[src/design/tss_pkg.sv]
`timescale 1ns / 1ps
// ----------------------------------------------------------------------------
// tss_pkg
// Shared types and constants of the time-lapse slider sequencer.
// ----------------------------------------------------------------------------
package tss_pkg;

   localparam int unsigned NOW_W   = 32;
   localparam int unsigned OP_W    = 2;
   localparam int unsigned COUNT_W = 16;
   localparam int unsigned POWER_W = 8;
   localparam int unsigned LED2_W  = 2;
   localparam int unsigned MODE_W  = 3;
   localparam int unsigned REQ_W   = 40;
   localparam int unsigned RSP_W   = 32;
   localparam int unsigned CSR_W   = 32;
   localparam int unsigned CSR_A_W = 2;

   localparam logic [NOW_W-1:0] SETTLE_MS = 32'd500;
   localparam logic [NOW_W-1:0] SHOOT_MS  = 32'd50;
   localparam logic [NOW_W-1:0] PAUSE_MS  = 32'd300;

   localparam logic [POWER_W-1:0] POWER_OFF   = 8'd0;
   localparam logic [POWER_W-1:0] POWER_CREEP = 8'd100;
   localparam logic [POWER_W-1:0] POWER_FAST  = 8'd255;

   localparam logic [LED2_W-1:0] LED2_OFF   = 2'd0;
   localparam logic [LED2_W-1:0] LED2_ON    = 2'd1;
   localparam logic [LED2_W-1:0] LED2_BLINK = 2'd2;

   typedef enum logic [OP_W-1:0] {
      OP_NONE  = 2'd0,
      OP_START = 2'd1,
      OP_STOP  = 2'd2,
      OP_HOME  = 2'd3
   } op_type;

   typedef enum logic [MODE_W-1:0] {
      RM_IDLE     = 3'd0,
      RM_START    = 3'd1,
      RM_STOP     = 3'd2,
      RM_HOME_REQ = 3'd3,
      RM_RUNNING  = 3'd4,
      RM_HOMING   = 3'd5
   } run_mode_type;

   typedef enum logic [2:0] {
      ST_IDLE     = 3'd0,
      ST_FORWARD  = 3'd1,
      ST_SETTLE   = 3'd2,
      ST_SHOOT    = 3'd3,
      ST_WAIT     = 3'd4,
      ST_BACKWARD = 3'd5
   } step_type;

   typedef enum logic [CSR_A_W-1:0] {
      CSR_MOVE_SPEED  = 2'd0,
      CSR_EXPOSURE    = 2'd1,
      CSR_TOTAL       = 2'd2,
      CSR_FORWARD_DIR = 2'd3
   } csr_index_type;

   typedef struct packed {
      logic [NOW_W-1:0]   move_span;
      logic [NOW_W-1:0]   exposure_wait_ms;
      logic [COUNT_W-1:0] total_photos;
      logic               forward_direction;
   } cfg_type;

   typedef struct packed {
      logic [NOW_W-1:0]  now_ms;
      logic [OP_W-1:0]   op;
      logic              emergency_stop;
      logic              at_end;
   } poll_type;

   typedef struct packed {
      run_mode_type       run_mode;
      step_type           step_mode;
      logic [NOW_W-1:0]   time_mark;
      logic [COUNT_W-1:0] photo_count;
      logic [POWER_W-1:0] motor_power;
      logic               motor_dir;
      logic               shutter_on;
      logic               led1_mode;
      logic [LED2_W-1:0]  led2_mode;
   } seq_state_type;

endpackage

[src/design/timelapse_slider_sequencer_core.sv]
`timescale 1ns / 1ps
// ----------------------------------------------------------------------------
// timelapse_slider_sequencer_core
// Time-lapse slider sequencer: one poll in, one status item out.
// ----------------------------------------------------------------------------
// Each poll item is registered on entry and then processed by the next-state
// logic, whose result lands in the sequencer state registers that also form
// the result item. A poll passes the poll register and then the state
// registers before its result is shown, and a new poll is accepted every cycle
// while results are taken; the rate is set by the single state update per
// poll. The forward travel span is scaled by SPEED_SCALE when move_speed is
// written, so no multiplier sits in the poll path.
module timelapse_slider_sequencer_core #(
   parameter int unsigned SPEED_SCALE = 100
) (
   input  logic                          clock,
   input  logic                          reset,
   input  logic                          req_tvalid,
   output logic                          req_tready,
   // now_ms[31:0], op[33:32], emergency_stop[34], at_end[35], zero[39:36]
   input  logic [tss_pkg::REQ_W-1:0]     req_tdata,
   output logic                          rsp_tvalid,
   input  logic                          rsp_tready,
   // motor_power[7:0], motor_dir[8], shutter_on[9], led1_mode[10],
   // led2_mode[12:11], run_mode[15:13], photos_done[31:16]
   output logic [tss_pkg::RSP_W-1:0]     rsp_tdata,
   input  logic                          csr_wr_en,
   input  logic [tss_pkg::CSR_A_W-1:0]   csr_index,
   input  logic [tss_pkg::CSR_W-1:0]     csr_wdata
);
   import tss_pkg::*;

   localparam seq_state_type STATE_RESET = '{
      run_mode:    RM_IDLE,
      step_mode:   ST_IDLE,
      time_mark:   '0,
      photo_count: '0,
      motor_power: POWER_OFF,
      motor_dir:   1'b0,
      shutter_on:  1'b0,
      led1_mode:   1'b1,
      led2_mode:   LED2_OFF
   };

   cfg_type        cfg;
   poll_type       poll_ff;
   poll_type       poll_in;
   logic           poll_valid_ff;
   logic           poll_valid_in;
   logic           rsp_valid_ff;
   logic           rsp_valid_in;
   seq_state_type  state_ff;
   seq_state_type  state_in;
   seq_state_type  state_next;
   logic           advance;
   logic           req_take;

   tss_csr #(
      .SPEED_SCALE (SPEED_SCALE)
   ) u_csr (
      .clock     (clock),
      .reset     (reset),
      .csr_wr_en (csr_wr_en),
      .csr_index (csr_index),
      .csr_wdata (csr_wdata),
      .cfg       (cfg)
   );

   tss_step u_step (
      .cfg  (cfg),
      .poll (poll_ff),
      .cur  (state_ff),
      .nxt  (state_next)
   );

   assign advance    = poll_valid_ff && (!rsp_valid_ff || rsp_tready);
   assign req_tready = !poll_valid_ff || advance;
   assign req_take   = req_tvalid && req_tready;

   always_comb begin
      poll_in       = poll_ff;
      poll_valid_in = poll_valid_ff && !advance;
      if (req_take) begin
         poll_in.now_ms         = req_tdata[31:0];
         poll_in.op             = req_tdata[33:32];
         poll_in.emergency_stop = req_tdata[34];
         poll_in.at_end         = req_tdata[35];
         poll_valid_in          = 1'b1;
      end
      rsp_valid_in = advance || (rsp_valid_ff && !rsp_tready);
      state_in     = advance ? state_next : state_ff;
   end

   always_ff @(posedge clock) begin
      if (reset) begin
         poll_valid_ff <= 1'b0;
         rsp_valid_ff  <= 1'b0;
         state_ff      <= STATE_RESET;
      end else begin
         poll_valid_ff <= poll_valid_in;
         rsp_valid_ff  <= rsp_valid_in;
         state_ff      <= state_in;
      end
   end

   always_ff @(posedge clock) begin
      poll_ff <= poll_in;
   end

   assign rsp_tvalid = rsp_valid_ff;
   assign rsp_tdata  = {state_ff.photo_count, state_ff.run_mode, state_ff.led2_mode,
                        state_ff.led1_mode, state_ff.shutter_on, state_ff.motor_dir,
                        state_ff.motor_power};

endmodule

[src/design/tss_csr.sv]
`timescale 1ns / 1ps
// ----------------------------------------------------------------------------
// tss_csr
// Configuration registers; the forward travel span is scaled on write.
// ----------------------------------------------------------------------------
module tss_csr #(
   parameter int unsigned SPEED_SCALE = 100
) (
   input  logic                          clock,
   input  logic                          reset,
   input  logic                          csr_wr_en,
   input  logic [tss_pkg::CSR_A_W-1:0]   csr_index,
   input  logic [tss_pkg::CSR_W-1:0]     csr_wdata,
   output tss_pkg::cfg_type              cfg
);
   import tss_pkg::*;

   localparam logic [15:0] SCALE = 16'(SPEED_SCALE);

   cfg_type           cfg_ff;
   cfg_type           cfg_in;
   logic [NOW_W-1:0]  span_calc;

   assign span_calc = {16'd0, csr_wdata[COUNT_W-1:0]} * {16'd0, SCALE};

   always_comb begin
      cfg_in = cfg_ff;
      if (csr_wr_en) begin
         case (csr_index_type'(csr_index))
            CSR_MOVE_SPEED:  cfg_in.move_span         = span_calc;
            CSR_EXPOSURE:    cfg_in.exposure_wait_ms  = csr_wdata[NOW_W-1:0];
            CSR_TOTAL:       cfg_in.total_photos      = csr_wdata[COUNT_W-1:0];
            CSR_FORWARD_DIR: cfg_in.forward_direction = csr_wdata[0];
            default:         cfg_in = cfg_ff;
         endcase
      end
   end

   always_ff @(posedge clock) begin
      if (reset) begin
         cfg_ff <= '0;
      end else begin
         cfg_ff <= cfg_in;
      end
   end

   assign cfg = cfg_ff;

endmodule

[src/design/tss_step.sv]
`timescale 1ns / 1ps
// ----------------------------------------------------------------------------
// tss_step
// Next-state logic of the sequencer for one poll.
// ----------------------------------------------------------------------------
module tss_step (
   input  tss_pkg::cfg_type        cfg,
   input  tss_pkg::poll_type       poll,
   input  tss_pkg::seq_state_type  cur,
   output tss_pkg::seq_state_type  nxt
);
   import tss_pkg::*;

   logic [NOW_W-1:0]   elapsed;
   logic [COUNT_W-1:0] count_inc;
   run_mode_type       mode;

   assign elapsed   = poll.now_ms - cur.time_mark;
   assign count_inc = cur.photo_count + 1'b1;

   always_comb begin
      nxt  = cur;
      mode = cur.run_mode;
      if (op_type'(poll.op) != OP_NONE) begin
         mode = run_mode_type'({1'b0, poll.op});
      end
      if (poll.emergency_stop) begin
         mode = RM_STOP;
      end
      nxt.run_mode = mode;

      case (mode)
         RM_START, RM_STOP, RM_HOME_REQ: begin
            nxt.led1_mode   = 1'b0;
            nxt.led2_mode   = LED2_OFF;
            nxt.shutter_on  = 1'b0;
            nxt.motor_dir   = cfg.forward_direction;
            nxt.motor_power = POWER_OFF;
            nxt.step_mode   = ST_IDLE;
            if (mode == RM_START) begin
               nxt.photo_count = '0;
               nxt.run_mode    = RM_RUNNING;
            end else if (mode == RM_STOP) begin
               nxt.run_mode  = RM_IDLE;
               nxt.led1_mode = 1'b1;
            end else begin
               nxt.run_mode = RM_HOMING;
            end
         end
         RM_RUNNING: begin
            if (poll.at_end) begin
               nxt.run_mode = RM_STOP;
            end else begin
               case (cur.step_mode)
                  ST_FORWARD: begin
                     if (elapsed > cfg.move_span) begin
                        nxt.time_mark   = poll.now_ms;
                        nxt.motor_power = POWER_OFF;
                        nxt.led2_mode   = LED2_OFF;
                        nxt.step_mode   = ST_SETTLE;
                     end
                  end
                  ST_SETTLE: begin
                     if (elapsed > SETTLE_MS) begin
                        nxt.time_mark  = poll.now_ms;
                        nxt.shutter_on = 1'b1;
                        nxt.step_mode  = ST_SHOOT;
                     end
                  end
                  ST_SHOOT: begin
                     if (elapsed > SHOOT_MS) begin
                        nxt.time_mark   = poll.now_ms;
                        nxt.shutter_on  = 1'b0;
                        nxt.photo_count = count_inc;
                        nxt.step_mode   = ST_WAIT;
                     end
                  end
                  ST_WAIT: begin
                     if (elapsed > cfg.exposure_wait_ms) begin
                        nxt.time_mark   = poll.now_ms;
                        nxt.motor_power = POWER_CREEP;
                        nxt.led2_mode   = LED2_ON;
                        nxt.step_mode   = ST_FORWARD;
                        if (cur.photo_count == cfg.total_photos) begin
                           nxt.run_mode = RM_STOP;
                        end
                     end
                  end
                  ST_IDLE: begin
                     nxt.step_mode = ST_FORWARD;
                  end
                  default: begin
                     nxt.step_mode = cur.step_mode;
                  end
               endcase
            end
         end
         RM_HOMING: begin
            case (cur.step_mode)
               ST_IDLE: begin
                  if (poll.at_end) begin
                     nxt.run_mode = RM_STOP;
                  end else begin
                     nxt.led2_mode   = LED2_BLINK;
                     nxt.motor_dir   = ~cfg.forward_direction;
                     nxt.motor_power = POWER_FAST;
                     nxt.step_mode   = ST_BACKWARD;
                  end
               end
               ST_BACKWARD: begin
                  if (poll.at_end) begin
                     nxt.motor_power = POWER_OFF;
                     nxt.time_mark   = poll.now_ms;
                     nxt.step_mode   = ST_WAIT;
                  end
               end
               ST_WAIT: begin
                  if (elapsed > PAUSE_MS) begin
                     nxt.motor_dir   = cfg.forward_direction;
                     nxt.motor_power = POWER_CREEP;
                     nxt.step_mode   = ST_FORWARD;
                  end
               end
               ST_FORWARD: begin
                  if (!poll.at_end) begin
                     nxt.run_mode = RM_STOP;
                  end
               end
               default: begin
                  nxt.step_mode = cur.step_mode;
               end
            endcase
         end
         default: begin
            nxt.run_mode = mode;
         end
      endcase
   end

endmodule

[config.mk]
export PLATFORM = sky130hd
export DESIGN_NAME = timelapse_slider_sequencer_core
export DESIGN_NICKNAME = d
export VERILOG_FILES = /design/src/design/tss_pkg.sv /design/src/design/timelapse_slider_sequencer_core.sv /design/src/design/tss_csr.sv /design/src/design/tss_step.sv
export SDC_FILE = /design/constraint.sdc
export NUM_CORES = 1
export LEC_CHECK = 0
export BUFFER_PORTS_ARGS = -buffer_cell sky130_fd_sc_hd__buf_2
export CORE_UTILIZATION = 45
export CTS_BUF_LIST = sky130_fd_sc_hd__clkbuf_8
export DETAILED_ROUTE_END_ITERATION = 12
export PLACE_DENSITY_LB_ADDON = 0.12
export SLEW_MARGIN = 30
export SYNTH_ARGS = -nofsm -noshare
export SYNTH_HDL_FRONTEND = slang
export SYNTH_SLANG_ARGS = --single-unit
[constraint.sdc]
create_clock -name clock -period 11.5 [get_ports clock]
set_input_delay 2.875 -clock clock [delete_from_list [all_inputs] [get_ports clock]]
set_output_delay 2.875 -clock clock [all_outputs]
set_load 0.005 [all_outputs]
Word-level counts from Yosys, hierarchy flattened

Index checks and enable logic that the tools add are counted.

ROM bits: 0
Bits in registers: 175
Bits in latches: 0
Memories: 0
Memory bits (writable): 0

Bitwise operators: 1
Magnitude comparators: 5
Reductions and logical operators: 31
Divide/modulo/power cells: 0
Equality and inequality tests: 35
Multiplexer cells: 53
Multiply operators: 1
Add/subtract/negate cells: 2
Shifts and indexed selects: 0

Operators by type and width:

| cell                                                           | number |
|---|---|
| case mux 32 bit (4 select lines)                               | 1 |
| 2-to-1 mux 35 bit                                              | 3 |
| greater-than comparator 32 x 9 -> 1 bit, second input constant | 2 |
| case mux 32 bit (2 select lines)                               | 1 |
| 2-to-1 mux 59 bit                                              | 1 |
| 2-to-1 mux 51 bit                                              | 1 |
| case mux 8 bit (3 select lines)                                | 2 |
| 2-to-1 mux 38 bit                                              | 1 |
| 2-to-1 mux 3 bit                                               | 11 |
| greater-than comparator 32 x 23 -> 1 bit                       | 1 |
| greater-than comparator 32 bit                                 | 1 |
| greater-than comparator 32 x 6 -> 1 bit, second input constant | 1 |
| 2-to-1 mux 16 bit                                              | 2 |
| 2-to-1 mux 32 bit                                              | 1 |
| case mux 16 bit (2 select lines)                               | 1 |
| subtractor 32 bit                                              | 1 |
| case mux 3 bit (3 select lines)                                | 3 |
| 2-to-1 mux 8 bit                                               | 3 |
| multiplier 16 x 5 -> 21 bit, second input constant             | 1 |
| AND reduction 10 bit                                           | 2 |
| 2-to-1 mux 9 bit                                               | 2 |
| adder 16 x 1 -> 16 bit, second input constant                  | 1 |
| equality test 16 bit                                           | 1 |
| case mux 8 bit (2 select lines)                                | 1 |
| other kinds (33)                                               | 83 |

Depth between registers and ports, before layout

Gate-level depths: netlist of run 1.

Depth in word-level cells: 8
Mapped depth: 24

Hierarchy

A second synthesis of run 1 with hierarchy kept.

Cells, all modules: 1797
Area, all modules: 14756.7 um^2

Modules (own cells, without submodules):

| module                          | seq. area each (um^2) | area each (um^2) | instances | cells an instance |
|---|---|---|---|---|
| tss_step                        | 0.0                   | 6218.5           | 1         | 933 |
| timelapse_slider_sequencer_core | 2462.4                | 4419.2           | 1         | 369 |
| tss_csr                         | 1401.3                | 4119.0           | 1         | 495 |

Worst setup path after synthesis of run 1

Ideal clock, no wire load.

Kind: input to output
From: in rsp_tready
To: out req_tready
Stages: 2
Buffers on the path: 0
Arrival: 3181 ps
Data required time: 8625 ps
Setup slack: 5444 ps
Cells stage by stage: nor2b_1 > nand2_1

Longest elaborated chain between the ends: 3

Ends and longest elaborated chain:

| element           | line                                  | RTL |
|---|---|---|
| start, declared   | timelapse_slider_sequencer_core.sv:23 | `input logic rsp_tready,` |
| logical OR 1 bit  | timelapse_slider_sequencer_core.sv:76 | `assign advance = poll_valid_ff && (!rsp_valid_ff \|\| rsp_tready);` |
| logical AND 1 bit | timelapse_slider_sequencer_core.sv:76 |  |
| logical OR 1 bit  | timelapse_slider_sequencer_core.sv:77 | `assign req_tready = !poll_valid_ff \|\| advance;` |
| end, declared     | timelapse_slider_sequencer_core.sv:19 | `output logic req_tready,` |

Every way passes these cells.

Final worst setup path of run 1

Same ends and word-level chain as after synthesis.

==> reports/qor.yml, run 1 <==
status: "completed"
grtUsageTotal_pct: 23.3
fmax_mhz: 158
r2r_cells: 24
crit-reg2reg-launch: "poll_ff[4]$_DFFE_PP_"
placedCellCount: 1962
netlist_area_um2: 12700
cts_sinks: 169
final_cell_mix: "nand2_1 (260), inv_1 (159), a21oi_1 (146), ha_1 (135), dfxtp_1 (133)"
worstReg2RegEnd: "state_ff[50]$_SDFFE_PP0P_"
ant_nets: 0
period_minus_slack_ps: 6330
cp.arrival_ps: 3460
vias_per_cell: 5.42
crit_top_cell: "buf_2"
regArea_um2: 3740
final_common_cell: "nand2_1"
finalNetCount: 1829
slowest_delay_ps: 250
synth_top_area_cell: "dfxtp_1"
cp.depth: 4
synth.area.top_cells: "dfxtp_1 (21%), ha_1 (13%), edfxtp_1 (8.5%)"
p_per_area_nw_per_um2: 111
drtIter0Drc: 702
slew-limit-headroom_pct: 36.0
drive_gt1_share_pct: 12.4
placed_cell_area_um2: 13300
syn_area_per_cell_um2: 8.17
critPathRequiredTime_ps: 8630
synth_nets: 1781
drv_slew: 0
die_area_um2: 28900
cts_tree: "done"
num_rows: 61
ys.flop_type: "dfxtp_1"
clk_latency_ps: 500
total_leakage_power_uw: 0.00540
path_buf_inv: 2
area_growth_pct: 8.34
synth_top_area_share_pct: 21.0
nFillCells: 2813
die_h_um: 170
hp-class: "reg2reg"
start_kind: "input pin"
start_util_pct: 45.7
setup_tns_ps: 0
grt_pass1_wl_um: 52800
irDropWorstVdd_mv: 0.0623
dp_hpwl_um: 25200
grt_max_degree: 66
rsz0062_at_grt: "false"
path_class: "in2out"
synth_edf_count: 36
grt_use_met1_pct: 32.6
ctsHoldBuffers: 0
max_cap_violations: 0
period_share_pct: 55.1
place_congestion: 0.896
grt-ovfl-total: 0
use_met3_pct: 3.37
critical_path.endpoint_type: "output port"
path_max_fanout: 5
dr_total_vias: 10800
core_region_area_um2: 27800
port_buffers: 108
clock_tree.htree_level_count: 4
drc_errors: 0
syn-instance-count: 1555
slowest_stage: "nor2b_1"
worst_pin_slew_ps: 952
ios: 113
path_clk_slew_ps: 80
instances_no_fill: 1994
crit_family: "simple AND/OR/NAND/NOR gates"
routedWlPerCell_um: 16.5
clockBufferDepth: 2
cts_resized: 0
hold_depth: 2
min_to: "u_csr.cfg[64]$_SDFFE_PP0P_"
grtUsageMet2_pct: 37.3
routed_wl_um: 32900
dr.pass1.iters: 5
setup_viol: 0
hp-start: "u_csr.cfg[64]$_SDFFE_PP0P_"
antenna_found_initial: 0
yosysUniqueCellTypes: 96
first_global_vias: 10000
r2r_slack_ps: 5260
crit_chain: "buf_2, nor2b_1, nand2_1, buf_2"
busiest_layer: "met2"
antennaDiodeCount: 0
die_w_um: 170
skew_ps: 18.5
multiInputGateArea_um2: 7920
hold_viol: 0
seq_area_frac_synth_pct: 29.5
final_cell_area_um2: 13800
cts_root_buf: "clkbuf_8"
ys_async_sr_fraction_pct: 0
ys_ff_latch: 169
cts_post_setup_buffers_inserted: 0
cts_buffers: 17
ys.warnings.count: 0
-- how the worst max path moves through the flow --
stage                                    start                         end  slack [ps]
after floorplan                     rsp_tready                  req_tready        5440
after global placement            csr_wdata[2]  u_csr.cfg[71]$_SDFFE_PP0P_        4900
after detailed placement          csr_wdata[2]  u_csr.cfg[71]$_SDFFE_PP0P_        4890
after CTS                           rsp_tready                  req_tready        5170
after global routing      poll_ff[4]$_DFFE_PP_   state_ff[48]$_SDFFE_PP0P_        4960
final                               rsp_tready                  req_tready        5170
-- worst register-to-register path, stage by stage (launching register included) --
cell and delay (ps):
edfxtp_1 440, inv_1 80, ha_1 160, inv_1 60, fa_1 430, a211oi_2 270
o211a_2 320, nor4_2 90, o21ai_1 420, and2_1 300, o21bai_1 80, a21oi_1 180
xnor2_1 90, ha_1 280, nand4_1 110, nor3_1 530, a31o_2 230, a21oi_1 80
o31ai_1 200, a41oi_1 220, o21bai_1 430, nand4_1 240, nor2_4 120, buf_4 490
mux2i_1 310
-- registers in the layout, summed over array words and instances, names as in the netlist --
name           flops
u_csr.cfg         70
poll_ff           36
state_ff          35
rsp_tdata         26
poll_valid_ff      1
rsp_tvalid         1
-- where the power goes --
part	internal [uW]	switching, uW	total [uW]
logic	162	241	403
clock network	247	236	483
registers	626	14.3	641
-- layer usage --
layer | part of all wire, % | wire, um
met5 | 0 | 0
met4 | 1.6 | 516
met2 | 45 | 14600
met3 | 4.3 | 1420
met1 | 50 | 16300
-- synthesized netlist by cell type (5+ instances only) --
cell type,count
xor2_1,18
a41oi_1,5
nand4_1,24
fa_1,12
buf_4,32
inv_1,156
nor4_1,8
nor2b_1,15
ha_1,135
xnor2_1,40
mux2i_1,48
or3_1,9
nor3b_1,5
or4_1,7
nand2b_1,18
and2_1,15
o31ai_1,12
o21ai_0,48
and3_1,13
a31oi_1,7
edfxtp_1,36
nand3_1,33
o21bai_1,8
nand3b_1,5
a211oi_1,11
a21o_1,21
nor2_1,62
a21oi_1,147
nor4_2,5
nand2_1,260
clkbuf_1,44
dfxtp_1,133
or2_2,8
o21a_1,7
nor3_1,25
o21ai_1,7
o211ai_1,12
-- cells by family after synthesis --
group	Yosys count	synth area share (%)
flops	169	29.5
mux	51	4.05
xor+xnor	59	4.13
fa+ha+maj	148	15.3
compound gates	349	18.2
simple gates	536	20.5
buf+inv	243	8.39
-- through the flow --
stage	setup WS [ps]	hold WS (ps)	util, %	power [uW]
after floorplan	5440	432	-	950
final	5170	456	49.5	1530
after detailed placement	4890	445	48.0	1060
after global routing	4960	472	49.5	1620
after global placement	4900	443	47.9	1050
after CTS	5170	456	49.5	1540
-- area by class of cell --
type                    count  area share, %
multi-input cells        1143           57.6
flip-flops and latches    169           27.2
repair buffers            116           4.36
inverters                 156           4.25
well taps                 378           3.44
clock buffers              19           1.90
clock inverters            13           1.28
No activity file was read; power rests on OpenSTA's default activity.
==> run 2, diff against run 1 <==
==> constraint.sdc (replaced) <==
create_clock -name clock -period 5.6 [get_ports clock]
set_input_delay 1.4 -clock clock [delete_from_list [all_inputs] [get_ports clock]]
set_output_delay 1.4 -clock clock [all_outputs]
set_load 0.005 [all_outputs]
==> reports/qor.yml, run 2 (same netlist as run 1, synthesis figures left out) <==
critPathRequiredTime_ps: 6000
setup_tns_ps: 0
slew-limit-headroom_pct: 34.7
cts_buffers: 17
setup_viol: 0
period_minus_slack_ps: 5290
period_share_pct: 94.5
total_leakage_power_uw: 0.00552
largest_reg_flops: 70
skew_ps: 19.5
antennaDiodeCount: 0
crit-reg2reg-launch: "poll_ff[5]$_DFFE_PP_"
irDropWorstVdd_mv: 0.126
critical_path.endpoint_type: "register"
cts_sinks: 169
path_clk_slew_ps: 90
place_congestion: 0.882
nFillCells: 2815
drtIter0Drc: 687
startpoint: "poll_ff[5]$_DFFE_PP_"
worst_pin_slew_ps: 969
power.total_uw: 2990
num_rows: 61
die_w_um: 170
dp_hpwl_um: 25500
grt_pass1_wl_um: 52800
p_per_area_nw_per_um2: 213
vias_per_cell: 5.42
grt_max_degree: 69
final_common_cell: "nand2_1"
start_util_pct: 45.7
ios: 113
final_cell_mix: "nand2_1 (260), inv_1 (159), a21oi_1 (146), ha_1 (135), dfxtp_1 (133)"
grtUsageTotal_pct: 23.2
max_cap_violations: 0
fmax_mhz: 189
hp-start: "u_csr.cfg[60]$_SDFFE_PP0P_"
first_global_vias: 10200
clk_latency_ps: 480
hold_viol: 0
drc_errors: 0
cts_root_buf: "clkbuf_8"
die_area_um2: 28900
dr.pass1.iters: 5
ant_nets: 0
path_max_fanout: 8
routedWlPerCell_um: 16.8
die_h_um: 170
clockBufferDepth: 2
grt-ovfl-total: 0
status: "completed"
start_kind: "register"
hp-class: "reg2reg"
clock_tree.htree_level_count: 4
dr_total_vias: 11000
finalNetCount: 1857
drv_slew: 0
port_buffers: 108
path_class: "reg2reg"
cts_tree: "done"
antenna_found_initial: 0
routed_wl_um: 33900
core_region_area_um2: 27800
drive_gt1_share_pct: 14.2
cp.arrival_ps: 5700
area_growth_pct: 10.4
run 2: cell count changes in the layout (fill, tap and decap cells not counted), moves of 2 or more:
cell	change
clkinv_4	+2
clkbuf_16	+3
buf_12	+3
bufinv_16	-4
inv_6	+2
buf_4	+21
run 2: worst paths after layout:
| path | endpoint | slack (ps) | depth (start not counted) |
|---|---|---|---|
| max | state_ff[33]$_SDFFE_PP0P_ | 310 | 20 |
| min | u_csr.cfg[60]$_SDFFE_PP0P_ | 450 | 2 |
| max reg2reg | state_ff[33]$_SDFFE_PP0P_ | 310 | 20 |
| min reg2reg | u_csr.cfg[60]$_SDFFE_PP0P_ | 450 | 2 |
run 2: routing by layer:
metal | wire [um] | track usage [%] | part of all wire (%)
met5 | 0 | 0 | 0
met4 | 456 | 5.09 | 1.3
met3 | 1410 | 3.42 | 4.1
met2 | 15500 | 38.0 | 46
met1 | 16600 | 32.0 | 49
run 2: worst max-delay path, cell delays in order (launching register included):
cell and delay, ps:
edfxtp_1 490, ha_1 320, nor2b_1 140, o31a_1 300, o21ba_4 280, o211ai_4 210, nor3b_1 390, nor2_1 170
ha_1 330, nand4_1 80, nor2_1 190, o311ai_0 220, o211ai_1 150, a21oi_1 170, a2111oi_0 480, nor3_1 100
a32oi_1 260, a211oi_2 170, nor2_4 300, buf_6 260, mux2i_1 190
run 2: repair_timing:
item,in CTS,in global routing
hold buffers,0,0
resized for setup,0,10
endpoints found under the setup margin,0,38
buffers inserted,0,5
run 2: stage by stage:
stage	cell area (um2)	cells	hold slack [ps]	worst slack [ps]	util, %
floorplan	12700	1555	432	922	-
global placement	13500	1981	442	307	48.5
detailed placement	13500	1981	443	215	48.5
CTS	13800	2013	455	155	49.8
global route	14000	2022	473	-51.0	50.5
finish	14000	2022	454	307	50.5
run 2: cell type report:
cell class | count | area (um2) | area share, %
Multi-Input combinational cell | 1143 | 7970 | 56.8
Sequential cell | 169 | 3740 | 26.7
Timing Repair Buffer | 144 | 905 | 6.45
Inverter | 156 | 586 | 4.18
Tap cell | 378 | 473 | 3.37
Clock buffer | 18 | 248 | 1.77
Clock inverter | 14 | 97.6 | 0.696
run 2: report_power, final:
group	internal, uW	switching (uW)	total, uW
combinational	352	505	857
sequential	1290	29.3	1320
clock	321	497	819
